===== config.mk =====
export PLATFORM = sky130hd
export DESIGN_NAME = markup_token_scanner_unit_flat
export DESIGN_NICKNAME = d
export VERILOG_FILES = /design/src/sv/mts_pkg.sv /design/src/sv/mts_if.sv /design/src/sv/markup_token_scanner_unit.sv /design/src/flat_wrapper.sv
export SDC_FILE = /design/constraint.sdc
export NUM_CORES = 1
export LEC_CHECK = 0
export BUFFER_PORTS_ARGS = -buffer_cell sky130_fd_sc_hd__buf_4
export CORE_ASPECT_RATIO = 2
export CORE_UTILIZATION = 55
export CTS_BUF_LIST = sky130_fd_sc_hd__clkbuf_16
export DETAILED_ROUTE_END_ITERATION = 6
export PLACE_DENSITY = 0.72
export RECOVER_POWER = 25
export SLEW_MARGIN = 15
export SYNTH_ARGS = -nofsm -noshare
export SYNTH_HDL_FRONTEND = slang
export SYNTH_SLANG_ARGS = --single-unit

===== constraint.sdc =====
create_clock -name clk -period 5.6 [get_ports clk]
set_clock_uncertainty 0.2 [all_clocks]
set_input_delay 0 -clock clk [delete_from_list [all_inputs] [get_ports clk]]
set_output_delay 0 -clock clk [all_outputs]
set_load 0.01 [all_outputs]

===== src/sv/mts_pkg.sv =====
// Package for the markup token scanner: result codes, the result beat type
// and the colour name table. No dependencies.
`timescale 1ns / 1ps
`default_nettype none

package mts_pkg;

  localparam logic [3:0] K_BYTE     = 4'd0;
  localparam logic [3:0] K_WORD_END = 4'd1;
  localparam logic [3:0] K_SPACE    = 4'd2;
  localparam logic [3:0] K_ITALIC   = 4'd3;
  localparam logic [3:0] K_BOLD     = 4'd4;
  localparam logic [3:0] K_FG       = 4'd5;
  localparam logic [3:0] K_BG       = 4'd6;
  localparam logic [3:0] K_END      = 4'd7;
  localparam logic [3:0] K_ERROR    = 4'd8;

  localparam logic [1:0] E_BAD_NAME  = 2'd0;
  localparam logic [1:0] E_BAD_COLOR = 2'd1;
  localparam logic [1:0] E_ESC_END   = 2'd2;
  localparam logic [1:0] E_TAG_END   = 2'd3;

  localparam logic [7:0] CH_NUL   = 8'h00;
  localparam logic [7:0] CH_STAR  = 8'h2A;
  localparam logic [7:0] CH_HASH  = 8'h23;
  localparam logic [7:0] CH_COLON = 8'h3A;
  localparam logic [7:0] CH_BSL   = 8'h5C;
  localparam logic [7:0] CH_SP    = 8'h20;

  // Tag names, first byte in the low bits.
  localparam logic [15:0] NAME_FG = 16'h6766;
  localparam logic [15:0] NAME_BG = 16'h6762;

  localparam int NUM_COLORS = 9;

  // Result queue depth; the queue pointers are two bits wide.
  localparam int QDEPTH = 4;

  typedef struct packed {
    logic [3:0] kind;
    logic [7:0] text_byte;
    logic [3:0] attr_value;
    logic [1:0] error_code;
    logic       last_result;
  } result_t;

  // Colour names packed little-endian, up to seven bytes.
  function automatic logic [55:0] color_word(input logic [3:0] idx);
    logic [55:0] w;
    case (idx)
      4'd1:    w = 56'h00_0000_6574696877;
      4'd2:    w = 56'h00_0000_6B63616C62;
      4'd3:    w = 56'h00_0000_0000646572;
      4'd4:    w = 56'h00_0000_6E65657267;
      4'd5:    w = 56'h00_0077_6F6C6C6579;
      4'd6:    w = 56'h00_0000_0065756C62;
      4'd7:    w = 56'h61_746E_6567616D;
      4'd8:    w = 56'h00_0000_006E617963;
      default: w = '0;
    endcase
    return w;
  endfunction

  function automatic logic [3:0] color_name_len(input logic [3:0] idx);
    logic [3:0] n;
    case (idx)
      4'd1:    n = 4'd5;
      4'd2:    n = 4'd5;
      4'd3:    n = 4'd3;
      4'd4:    n = 4'd5;
      4'd5:    n = 4'd6;
      4'd6:    n = 4'd4;
      4'd7:    n = 4'd7;
      4'd8:    n = 4'd4;
      default: n = 4'd0;
    endcase
    return n;
  endfunction

endpackage

`default_nettype wire


===== src/sv/mts_if.sv =====
// Valid/ready channel interfaces for the markup token scanner.
// The field widths match result_t in mts_pkg, which is not imported here.
`timescale 1ns / 1ps
`default_nettype none

interface mts_in_if;
  logic       valid;
  logic       ready;
  logic [7:0] char_in;

  modport source (output valid, output char_in, input ready);
  modport sink   (input valid, input char_in, output ready);
endinterface

interface mts_out_if;
  logic       valid;
  logic       ready;
  logic [3:0] kind;
  logic [7:0] text_byte;
  logic [3:0] attr_value;
  logic [1:0] error_code;
  logic       last_result;

  modport source (output valid, output kind, output text_byte, output attr_value,
                  output error_code, output last_result, input ready);
  modport sink   (input valid, input kind, input text_byte, input attr_value,
                  input error_code, input last_result, output ready);
endinterface

`default_nettype wire


===== src/sv/markup_token_scanner_unit.sv =====
// Markup token scanner top level: scanner state, per-byte decode and a
// four-beat result queue. Depends on mts_pkg and the interfaces in mts_if.sv.
//
//   channel | dir | payload                                           | beats
//   chars   | in  | char_in                                           | 1 per byte
//   tokens  | out | kind, text_byte, attr_value, error_code, last_res. | 0..2 per byte
//
// One byte is decoded per cycle while chars.ready is high; its results land in
// the queue at the edge that accepts it and the first can leave in the next cycle.
// A byte is taken whenever the queue has room for two beats, so with the
// output flowing the unit sustains one byte per clock while bytes yield one beat or none.
// Synchronous reset clears the scanner state and empties the queue.
// A stalled output fills the queue until it lacks room for two beats and then holds chars.ready low.
`timescale 1ns / 1ps
`default_nettype none

module markup_token_scanner_unit (
  input  wire logic clk,
  input  wire logic rst,
  mts_in_if.sink    chars,
  mts_out_if.source tokens
);
  import mts_pkg::*;

  typedef enum logic [3:0] {
    ST_BEGIN = 4'd0,
    ST_SPACE = 4'd1,
    ST_WORD  = 4'd2,
    ST_ESC   = 4'd3,
    ST_STAR  = 4'd4,
    ST_NAME  = 4'd5,
    ST_COLOR = 4'd6,
    ST_DROP  = 4'd7
  } scan_state_t;

  // Scanner state
  scan_state_t scan_state, scan_state_next;
  logic        italic_on, italic_on_next;
  logic        bold_on, bold_on_next;
  logic [15:0] tag_name_chars, tag_name_chars_next;
  logic [1:0]  tag_name_len, tag_name_len_next;
  logic [55:0] color_chars, color_chars_next;
  logic [3:0]  color_len, color_len_next;

  // Result queue
  result_t     queue [QDEPTH];
  logic [1:0]  wr_ptr, rd_ptr;
  logic [2:0]  count, count_next;

  logic        accept, pop;
  logic [7:0]  c;
  logic        is_ws;

  // Fresh scan of the byte
  logic        fr_v;
  result_t     fr_res;
  scan_state_t fr_state;
  logic        fr_clr, fr_end;

  // Tag close
  logic [55:0] cand_chars;
  logic [3:0]  cand_len;
  logic        name_fg, name_bg;
  logic        color_hit;
  logic [3:0]  color_idx;
  result_t     ct_res;
  scan_state_t ct_state;

  // Decode outcome
  logic        prim_v, use_fresh;
  result_t     prim_res;
  result_t     slot0, slot1;
  logic [1:0]  push_n;

  assign c      = chars.char_in;
  assign accept = chars.valid && chars.ready;
  assign pop    = tokens.valid && tokens.ready;
  assign is_ws  = (c == CH_SP) || (c >= 8'h09 && c <= 8'h0D);

  assign chars.ready = (count <= 3'(QDEPTH - 2));

  always_comb begin
    fr_v     = 1'b0;
    fr_res   = '0;
    fr_state = ST_BEGIN;
    fr_clr   = 1'b0;
    fr_end   = 1'b0;
    if (c == CH_NUL) begin
      fr_v        = 1'b1;
      fr_res.kind = K_END;
      fr_end      = 1'b1;
    end else if (c == CH_BSL) begin
      fr_state = ST_ESC;
    end else if (c == CH_STAR) begin
      fr_state = ST_STAR;
    end else if (c == CH_HASH) begin
      fr_state = ST_NAME;
      fr_clr   = 1'b1;
    end else if (is_ws) begin
      fr_state = ST_SPACE;
    end else begin
      fr_v             = 1'b1;
      fr_res.kind      = K_BYTE;
      fr_res.text_byte = c;
      fr_state         = ST_WORD;
    end
  end

  // A hash straight after the name closes the tag with an empty colour.
  assign cand_chars = (scan_state == ST_NAME) ? '0 : color_chars;
  assign cand_len   = (scan_state == ST_NAME) ? '0 : color_len;
  assign name_fg    = (tag_name_len == 2'd2) && (tag_name_chars == NAME_FG);
  assign name_bg    = (tag_name_len == 2'd2) && (tag_name_chars == NAME_BG);

  always_comb begin
    color_hit = 1'b0;
    color_idx = '0;
    for (int i = 0; i < NUM_COLORS; i++) begin
      if (!color_hit && cand_len == color_name_len(4'(i))
          && cand_chars == color_word(4'(i))) begin
        color_hit = 1'b1;
        color_idx = 4'(i);
      end
    end
  end

  always_comb begin
    ct_res   = '0;
    ct_state = ST_DROP;
    if (!name_fg && !name_bg) begin
      ct_res.kind       = K_ERROR;
      ct_res.error_code = E_BAD_NAME;
    end else if (!color_hit) begin
      ct_res.kind       = K_ERROR;
      ct_res.error_code = E_BAD_COLOR;
    end else begin
      ct_res.kind       = name_fg ? K_FG : K_BG;
      ct_res.attr_value = color_idx;
      ct_state          = ST_BEGIN;
    end
  end

  always_comb begin
    scan_state_next     = scan_state;
    italic_on_next      = italic_on;
    bold_on_next        = bold_on;
    tag_name_chars_next = tag_name_chars;
    tag_name_len_next   = tag_name_len;
    color_chars_next    = color_chars;
    color_len_next      = color_len;
    prim_v              = 1'b0;
    prim_res            = '0;
    use_fresh           = 1'b0;
    case (scan_state)
      ST_SPACE: begin
        if (!is_ws) begin
          prim_v        = 1'b1;
          prim_res.kind = K_SPACE;
          use_fresh     = 1'b1;
        end
      end
      ST_WORD: begin
        if (c == CH_NUL || c == CH_STAR || c == CH_HASH || is_ws) begin
          prim_v        = 1'b1;
          prim_res.kind = K_WORD_END;
          use_fresh     = 1'b1;
        end else if (c == CH_BSL) begin
          scan_state_next = ST_ESC;
        end else begin
          prim_v             = 1'b1;
          prim_res.kind      = K_BYTE;
          prim_res.text_byte = c;
        end
      end
      ST_ESC: begin
        prim_v = 1'b1;
        if (c == CH_NUL) begin
          prim_res.kind       = K_ERROR;
          prim_res.error_code = E_ESC_END;
          scan_state_next     = ST_BEGIN;
          italic_on_next      = 1'b0;
          bold_on_next        = 1'b0;
          tag_name_chars_next = '0;
          tag_name_len_next   = '0;
          color_chars_next    = '0;
          color_len_next      = '0;
        end else begin
          prim_res.kind      = K_BYTE;
          prim_res.text_byte = c;
          scan_state_next    = ST_WORD;
        end
      end
      ST_STAR: begin
        prim_v = 1'b1;
        if (c == CH_STAR) begin
          bold_on_next        = ~bold_on;
          prim_res.kind       = K_BOLD;
          prim_res.attr_value = {3'b000, ~bold_on};
          scan_state_next     = ST_BEGIN;
        end else begin
          italic_on_next      = ~italic_on;
          prim_res.kind       = K_ITALIC;
          prim_res.attr_value = {3'b000, ~italic_on};
          use_fresh           = 1'b1;
        end
      end
      ST_NAME, ST_COLOR: begin
        if (c == CH_NUL) begin
          prim_v              = 1'b1;
          prim_res.kind       = K_ERROR;
          prim_res.error_code = E_TAG_END;
          scan_state_next     = ST_BEGIN;
          italic_on_next      = 1'b0;
          bold_on_next        = 1'b0;
          tag_name_chars_next = '0;
          tag_name_len_next   = '0;
          color_chars_next    = '0;
          color_len_next      = '0;
        end else if (c == CH_HASH) begin
          prim_v          = 1'b1;
          prim_res        = ct_res;
          scan_state_next = ct_state;
          if (scan_state == ST_NAME) begin
            color_chars_next = '0;
            color_len_next   = '0;
          end
        end else if (scan_state == ST_NAME && c == CH_COLON) begin
          color_chars_next = '0;
          color_len_next   = '0;
          scan_state_next  = ST_COLOR;
        end else if (scan_state == ST_NAME) begin
          if (tag_name_len < 2'd3) begin
            if (tag_name_len == 2'd0) tag_name_chars_next[7:0] = tag_name_chars[7:0] | c;
            if (tag_name_len == 2'd1) tag_name_chars_next[15:8] = tag_name_chars[15:8] | c;
            tag_name_len_next = tag_name_len + 2'd1;
          end
        end else begin
          if (color_len < 4'd8) begin
            for (int i = 0; i < 7; i++) begin
              if (color_len == 4'(i)) begin
                color_chars_next[8*i +: 8] = color_chars[8*i +: 8] | c;
              end
            end
            color_len_next = color_len + 4'd1;
          end
        end
      end
      ST_DROP: begin
        if (c == CH_NUL) begin
          scan_state_next     = ST_BEGIN;
          italic_on_next      = 1'b0;
          bold_on_next        = 1'b0;
          tag_name_chars_next = '0;
          tag_name_len_next   = '0;
          color_chars_next    = '0;
          color_len_next      = '0;
        end
      end
      default: begin
        use_fresh = 1'b1;
      end
    endcase

    // The byte that closed a run or a star is scanned again from scratch, as is any byte in ST_BEGIN.
    if (use_fresh) begin
      scan_state_next = fr_state;
      if (fr_clr) begin
        tag_name_chars_next = '0;
        tag_name_len_next   = '0;
        color_chars_next    = '0;
        color_len_next      = '0;
      end
      if (fr_end) begin
        italic_on_next      = 1'b0;
        bold_on_next        = 1'b0;
        tag_name_chars_next = '0;
        tag_name_len_next   = '0;
        color_chars_next    = '0;
        color_len_next      = '0;
      end
    end
  end

  always_comb begin
    slot0  = '0;
    slot1  = '0;
    push_n = 2'd0;
    if (prim_v && use_fresh && fr_v) begin
      slot0             = prim_res;
      slot0.last_result = 1'b0;
      slot1             = fr_res;
      slot1.last_result = 1'b1;
      push_n            = 2'd2;
    end else if (prim_v) begin
      slot0             = prim_res;
      slot0.last_result = 1'b1;
      push_n            = 2'd1;
    end else if (use_fresh && fr_v) begin
      slot0             = fr_res;
      slot0.last_result = 1'b1;
      push_n            = 2'd1;
    end
    if (!accept) begin
      push_n = 2'd0;
    end
  end

  assign count_next = count + 3'(push_n) - 3'(pop);

  always_ff @(posedge clk) begin
    if (rst) begin
      scan_state     <= ST_BEGIN;
      italic_on      <= 1'b0;
      bold_on        <= 1'b0;
      tag_name_chars <= '0;
      tag_name_len   <= '0;
      color_chars    <= '0;
      color_len      <= '0;
      wr_ptr         <= '0;
      rd_ptr         <= '0;
      count          <= '0;
    end else begin
      if (accept) begin
        scan_state     <= scan_state_next;
        italic_on      <= italic_on_next;
        bold_on        <= bold_on_next;
        tag_name_chars <= tag_name_chars_next;
        tag_name_len   <= tag_name_len_next;
        color_chars    <= color_chars_next;
        color_len      <= color_len_next;
      end
      wr_ptr <= wr_ptr + push_n;
      if (pop) begin
        rd_ptr <= rd_ptr + 2'd1;
      end
      count <= count_next;
    end
  end

  always_ff @(posedge clk) begin
    if (push_n != 2'd0) begin
      queue[wr_ptr] <= slot0;
    end
    if (push_n == 2'd2) begin
      queue[wr_ptr + 2'd1] <= slot1;
    end
  end

  assign tokens.valid       = (count != 3'd0);
  assign tokens.kind        = queue[rd_ptr].kind;
  assign tokens.text_byte   = queue[rd_ptr].text_byte;
  assign tokens.attr_value  = queue[rd_ptr].attr_value;
  assign tokens.error_code  = queue[rd_ptr].error_code;
  assign tokens.last_result = queue[rd_ptr].last_result;

  a_count_bound: assert property (@(posedge clk) disable iff (rst)
    count <= 3'(QDEPTH))
    else $error("result queue overfilled");

  a_room_on_accept: assert property (@(posedge clk) disable iff (rst)
    accept |-> (count <= 3'(QDEPTH - 2)))
    else $error("byte accepted without room for two beats");

  a_pair_order: assert property (@(posedge clk) disable iff (rst)
    (push_n == 2'd2) |-> (!slot0.last_result && slot1.last_result))
    else $error("last_result misplaced in a two-beat result");

  a_count_track: assert property (@(posedge clk) disable iff (rst)
    !$past(rst) |-> (count == $past(count) + 3'($past(push_n)) - 3'($past(pop))))
    else $error("queue count lost track of pushes and pops");

  a_drop_silent: assert property (@(posedge clk) disable iff (rst)
    (accept && scan_state == ST_DROP) |-> (push_n == 2'd0))
    else $error("result produced while dropping bytes");

endmodule

`default_nettype wire

===== src/flat_wrapper.sv =====
// flat-port wrapper written by rule: the top's interface ports become plain ports
module markup_token_scanner_unit_flat import mts_pkg::*;
  (clk, rst, chars_valid, chars_char_in, chars_ready, tokens_valid, tokens_kind, tokens_text_byte, tokens_attr_value, tokens_error_code, tokens_last_result, tokens_ready);
  mts_in_if chars_i ();
  mts_out_if tokens_i ();
  input  wire logic clk;
  input  wire logic rst;
  input wire logic [$bits(chars_i.valid)-1:0] chars_valid;
  input wire logic [$bits(chars_i.char_in)-1:0] chars_char_in;
  output wire logic [$bits(chars_i.ready)-1:0] chars_ready;
  output wire logic [$bits(tokens_i.valid)-1:0] tokens_valid;
  output wire logic [$bits(tokens_i.kind)-1:0] tokens_kind;
  output wire logic [$bits(tokens_i.text_byte)-1:0] tokens_text_byte;
  output wire logic [$bits(tokens_i.attr_value)-1:0] tokens_attr_value;
  output wire logic [$bits(tokens_i.error_code)-1:0] tokens_error_code;
  output wire logic [$bits(tokens_i.last_result)-1:0] tokens_last_result;
  input wire logic [$bits(tokens_i.ready)-1:0] tokens_ready;
  assign chars_i.valid = chars_valid;
  assign chars_i.char_in = chars_char_in;
  assign chars_ready = chars_i.ready;
  assign tokens_valid = tokens_i.valid;
  assign tokens_kind = tokens_i.kind;
  assign tokens_text_byte = tokens_i.text_byte;
  assign tokens_attr_value = tokens_i.attr_value;
  assign tokens_error_code = tokens_i.error_code;
  assign tokens_last_result = tokens_i.last_result;
  assign tokens_i.ready = tokens_ready;
  markup_token_scanner_unit u_core (.clk(clk), .rst(rst), .chars(chars_i), .tokens(tokens_i));
endmodule

==> impl_metrics.csv <==
group,metric,value,unit
placed_design,portBuffers,32,
timing,worst_slack,0.924,ns
logic_synthesis,synthCells,931,
drt,wl_met2,16300,um
clock_network,clk_latency,0.44,ns
power_and_ir_drop,p_leak,3.30,nW
clock_network,postCtsSetupBuffers,0,
floorplan,dieArea,16800,um2
clock_network,clk_pin_slew,0.06,ns
timing,fmax,0.214,GHz
timing,slew_violations,0,
floorplan,rows,65,
outcome,failed_checks,"DRC",
setup_path,endpoint_kind,"register",
setup_path,slowest_delay,0.83,ns
setup_path,worstPathRequired,5.47,ns
finish,num_antenna_cells,0,
power_and_ir_drop,vdd_drop_max,0.000229,V
clock_network,ctsResizeCount,0,
grt,grt_max_degree,43,
logic_synthesis,synth-edff-count,48,
placed_design,gp_congestion,1.05,
logic_synthesis,yosysTopAreaCellShare,0.268,
logic_synthesis,avgSynthCellArea,9.63,um2
floorplan,chipWidth,92.3,um
setup_path,worstSetupStartpointType,"input port",
drt,drcViolationCount,1,
floorplan,io_pins,33,
floorplan,die_y,183,um
timing,setup_viol,0,
timing,finalCritPeriodShare,0.835,
clock_network,cts_tree,"yes",
logic_synthesis,syn_nets,952,
clock_network,cts_made_buffers,17,
power_and_ir_drop,power_density,375,nW/um2
clock_network,cts_root_buf,"clkbuf_16",
logic_synthesis,async_flop_share,0,
min_path,min_path_type,"register to register",
setup_path,cpMaxStageDelayCell,"nor3_1",
finish,final_nets,951,
timing,tns,0,ns
run,cap_violations,0,
drt,top_layer_used,"met4",
floorplan,design.core.area,15900,um2
logic_synthesis,yosysSeqAreaShare,0.429,
drt,routed_wl,30600,um
drt,dr_wl_met3,1520,um
logic_synthesis,ys_types,90,
finish,fin_util,0.613,
drt,vias,7931,
placed_design,dp_hpwl,22400,um
outcome,outcome,"finished, violations left",
clock_network,clock-sinks,168,
timing,fin_crit,4.68,ns
setup_path,worstPathArrival,4.54,ns
logic_synthesis,yosys_warnings,0,
grt,gr-usage-all-layers,0.376,
logic_synthesis,yosys.area.top_type,"dfxtp_1",
drt,first_pass_iters,7,
drt,drtIter0Drc,630,
clock_network,htreeDepth,4,
finish,area_growth,8.39,%
setup_path,crit_fanout,21,
grt,first_global_vias,7957,
placed_design,pre_cts_ws,1.80,ns
grt,grt_pass1_wl,46400,um
grt,overflow,0,
timing,grt_setup_unrepaired,"no",
logic_synthesis,netlist_area,8960,um2
drt,antenna_left,0,
drt,wl_met1,9670,um
floorplan,start_util,0.565,
setup_path,crit_chain,"dlygate4sd3_1, clkbuf_1, nor3_1, o211ai_1, o21a_1, o32ai_4, and4_4, nand4_1, nand2_1",
timing,finalHoldViolations,0,
timing,fin_hold_ws,0.259,ns
timing,worst_slew_pin_slew,1.20,ns
logic_synthesis,synth_area_leaders,"dfxtp_1 27%, edfxtp_1 16%, mux4_2 4.8%, nor2_1 3.7%, a22o_1 3.6%",
logic_synthesis,ys_ff_latch,168,
power_and_ir_drop,total_power,0.00365,W
drt,routedWlPerCell,26.7,um
setup_path,path_class,"input port to register",
drt,viasPerCell,6.93,
logic_synthesis,ys.flop_type,"dfxtp_1",
clock_network,clock_path_buffers,2,
finish,drive_above_1_share,0.0986,
timing,slew_headroom,0.194,
grt,antenna_found_initial,0,
[area by class of cell]
cell class	instances	area, um2
Clock buffer	17	425
Clock inverter	15	146
Fill cell	1369	6140
Inverter	11	41.3
Multi-Input combinational cell	686	4720
Sequential cell	168	3840
Tap cell	201	251
Timing Repair Buffer	46	290
[cell families after synthesis]
logic type	share of synthesized area
mux	0.0500
simple gates	0.269
flops	0.429
fa+ha+maj	0.0134
buf+inv	0.0410
compound gates	0.190
xor+xnor	0.00782
[worst max-delay path, delay by kind of cell]
kind / cells / cell delay (ns)
buffers and inverters: 2 / 1.01
AOI/OAI and AO/OA: 3 / 0.94
and+or+nand+nor: 4 / 2.57
[worst paths after layout]
kind / start / end / slack (ns) / depth (start not counted)
max: chars_char_in[4] / u_core.queue[0][9] / 0.92 / 9
min: u_core.queue[0][3] / u_core.queue[0][3] / 0.26 / 2
max reg2reg: u_core.scan_state[2] / u_core.queue[2][16] / 1.60 / 6
min reg2reg: u_core.queue[0][3] / u_core.queue[0][3] / 0.26 / 2
[synth_stat cells, types with 10 or more instances]
cell type,n
nand3_1,52
nor3_1,24
inv_1,11
mux4_2,19
a22o_1,37
edfxtp_1,48
clkbuf_1,32
nor2_1,88
a22oi_1,15
and2_1,23
dfxtp_1,120
o21ai_1,41
nor4_1,22
a21oi_1,28
a32o_1,24
and3_1,10
nand2_1,64
buf_2,20
nand4_1,25
o21ai_0,26
nor2b_1,13
[metal layers]
metal,vias up,track usage
met5,-,0
li1,3584,-
met2,379,0.684
met3,150,0.0717
met1,3818,0.343
met4,0,0.342
[stage by stage]
stage,area (um2),std cells
floorplan,8960,931
global placement,9150,1101
detailed placement,9150,1101
CTS,9830,1144
global route,9720,1144
finish,9720,1144
[repair_timing]
action / 4_1_cts / 5_1_grt
setup endpoints to repair: 0 / 0
hold buffers: 11 / 0
hold endpoints to repair: 123 / 0
[cells in the final DEF, fill, tap and decap left out, drive strengths merged, types with 10 or more instances in the layout]
| cell type | count |
|---|---|
| a21oi | 30 |
| a22o | 37 |
| a22oi | 15 |
| a32o | 24 |
| and2 | 23 |
| and3 | 10 |
| buf | 13 |
| clkbuf | 39 |
| dfxtp | 120 |
| dlygate4sd3 | 11 |
| edfxtp | 48 |
| inv | 16 |
| mux4 | 19 |
| nand2 | 65 |
| nand3 | 52 |
| nand4 | 25 |
| nor2 | 88 |
| nor2b | 14 |
| nor3 | 27 |
| nor4 | 27 |
| o21ai | 69 |
[sequential cells by signal, indices dropped and copies added (netlist names), 2 cells and up, named ones only]
register and cells:
u_core.count 3, u_core.scan_state 3, u_core.color_chars 56, u_core.rd_ptr 2, u_core.queue 76, u_core.wr_ptr 2
u_core.color_len 4, u_core.tag_name_chars 16, u_core.tag_name_len 2
[power by group]
part           internal [W]  switching, W  total, W
Sequential          0.00141     0.0000936   0.00151
Combinational      0.000372      0.000621  0.000993
Clock              0.000622      0.000523   0.00114
Total               0.00241       0.00124   0.00365
No activity file was read; power rests on OpenSTA's default activity.
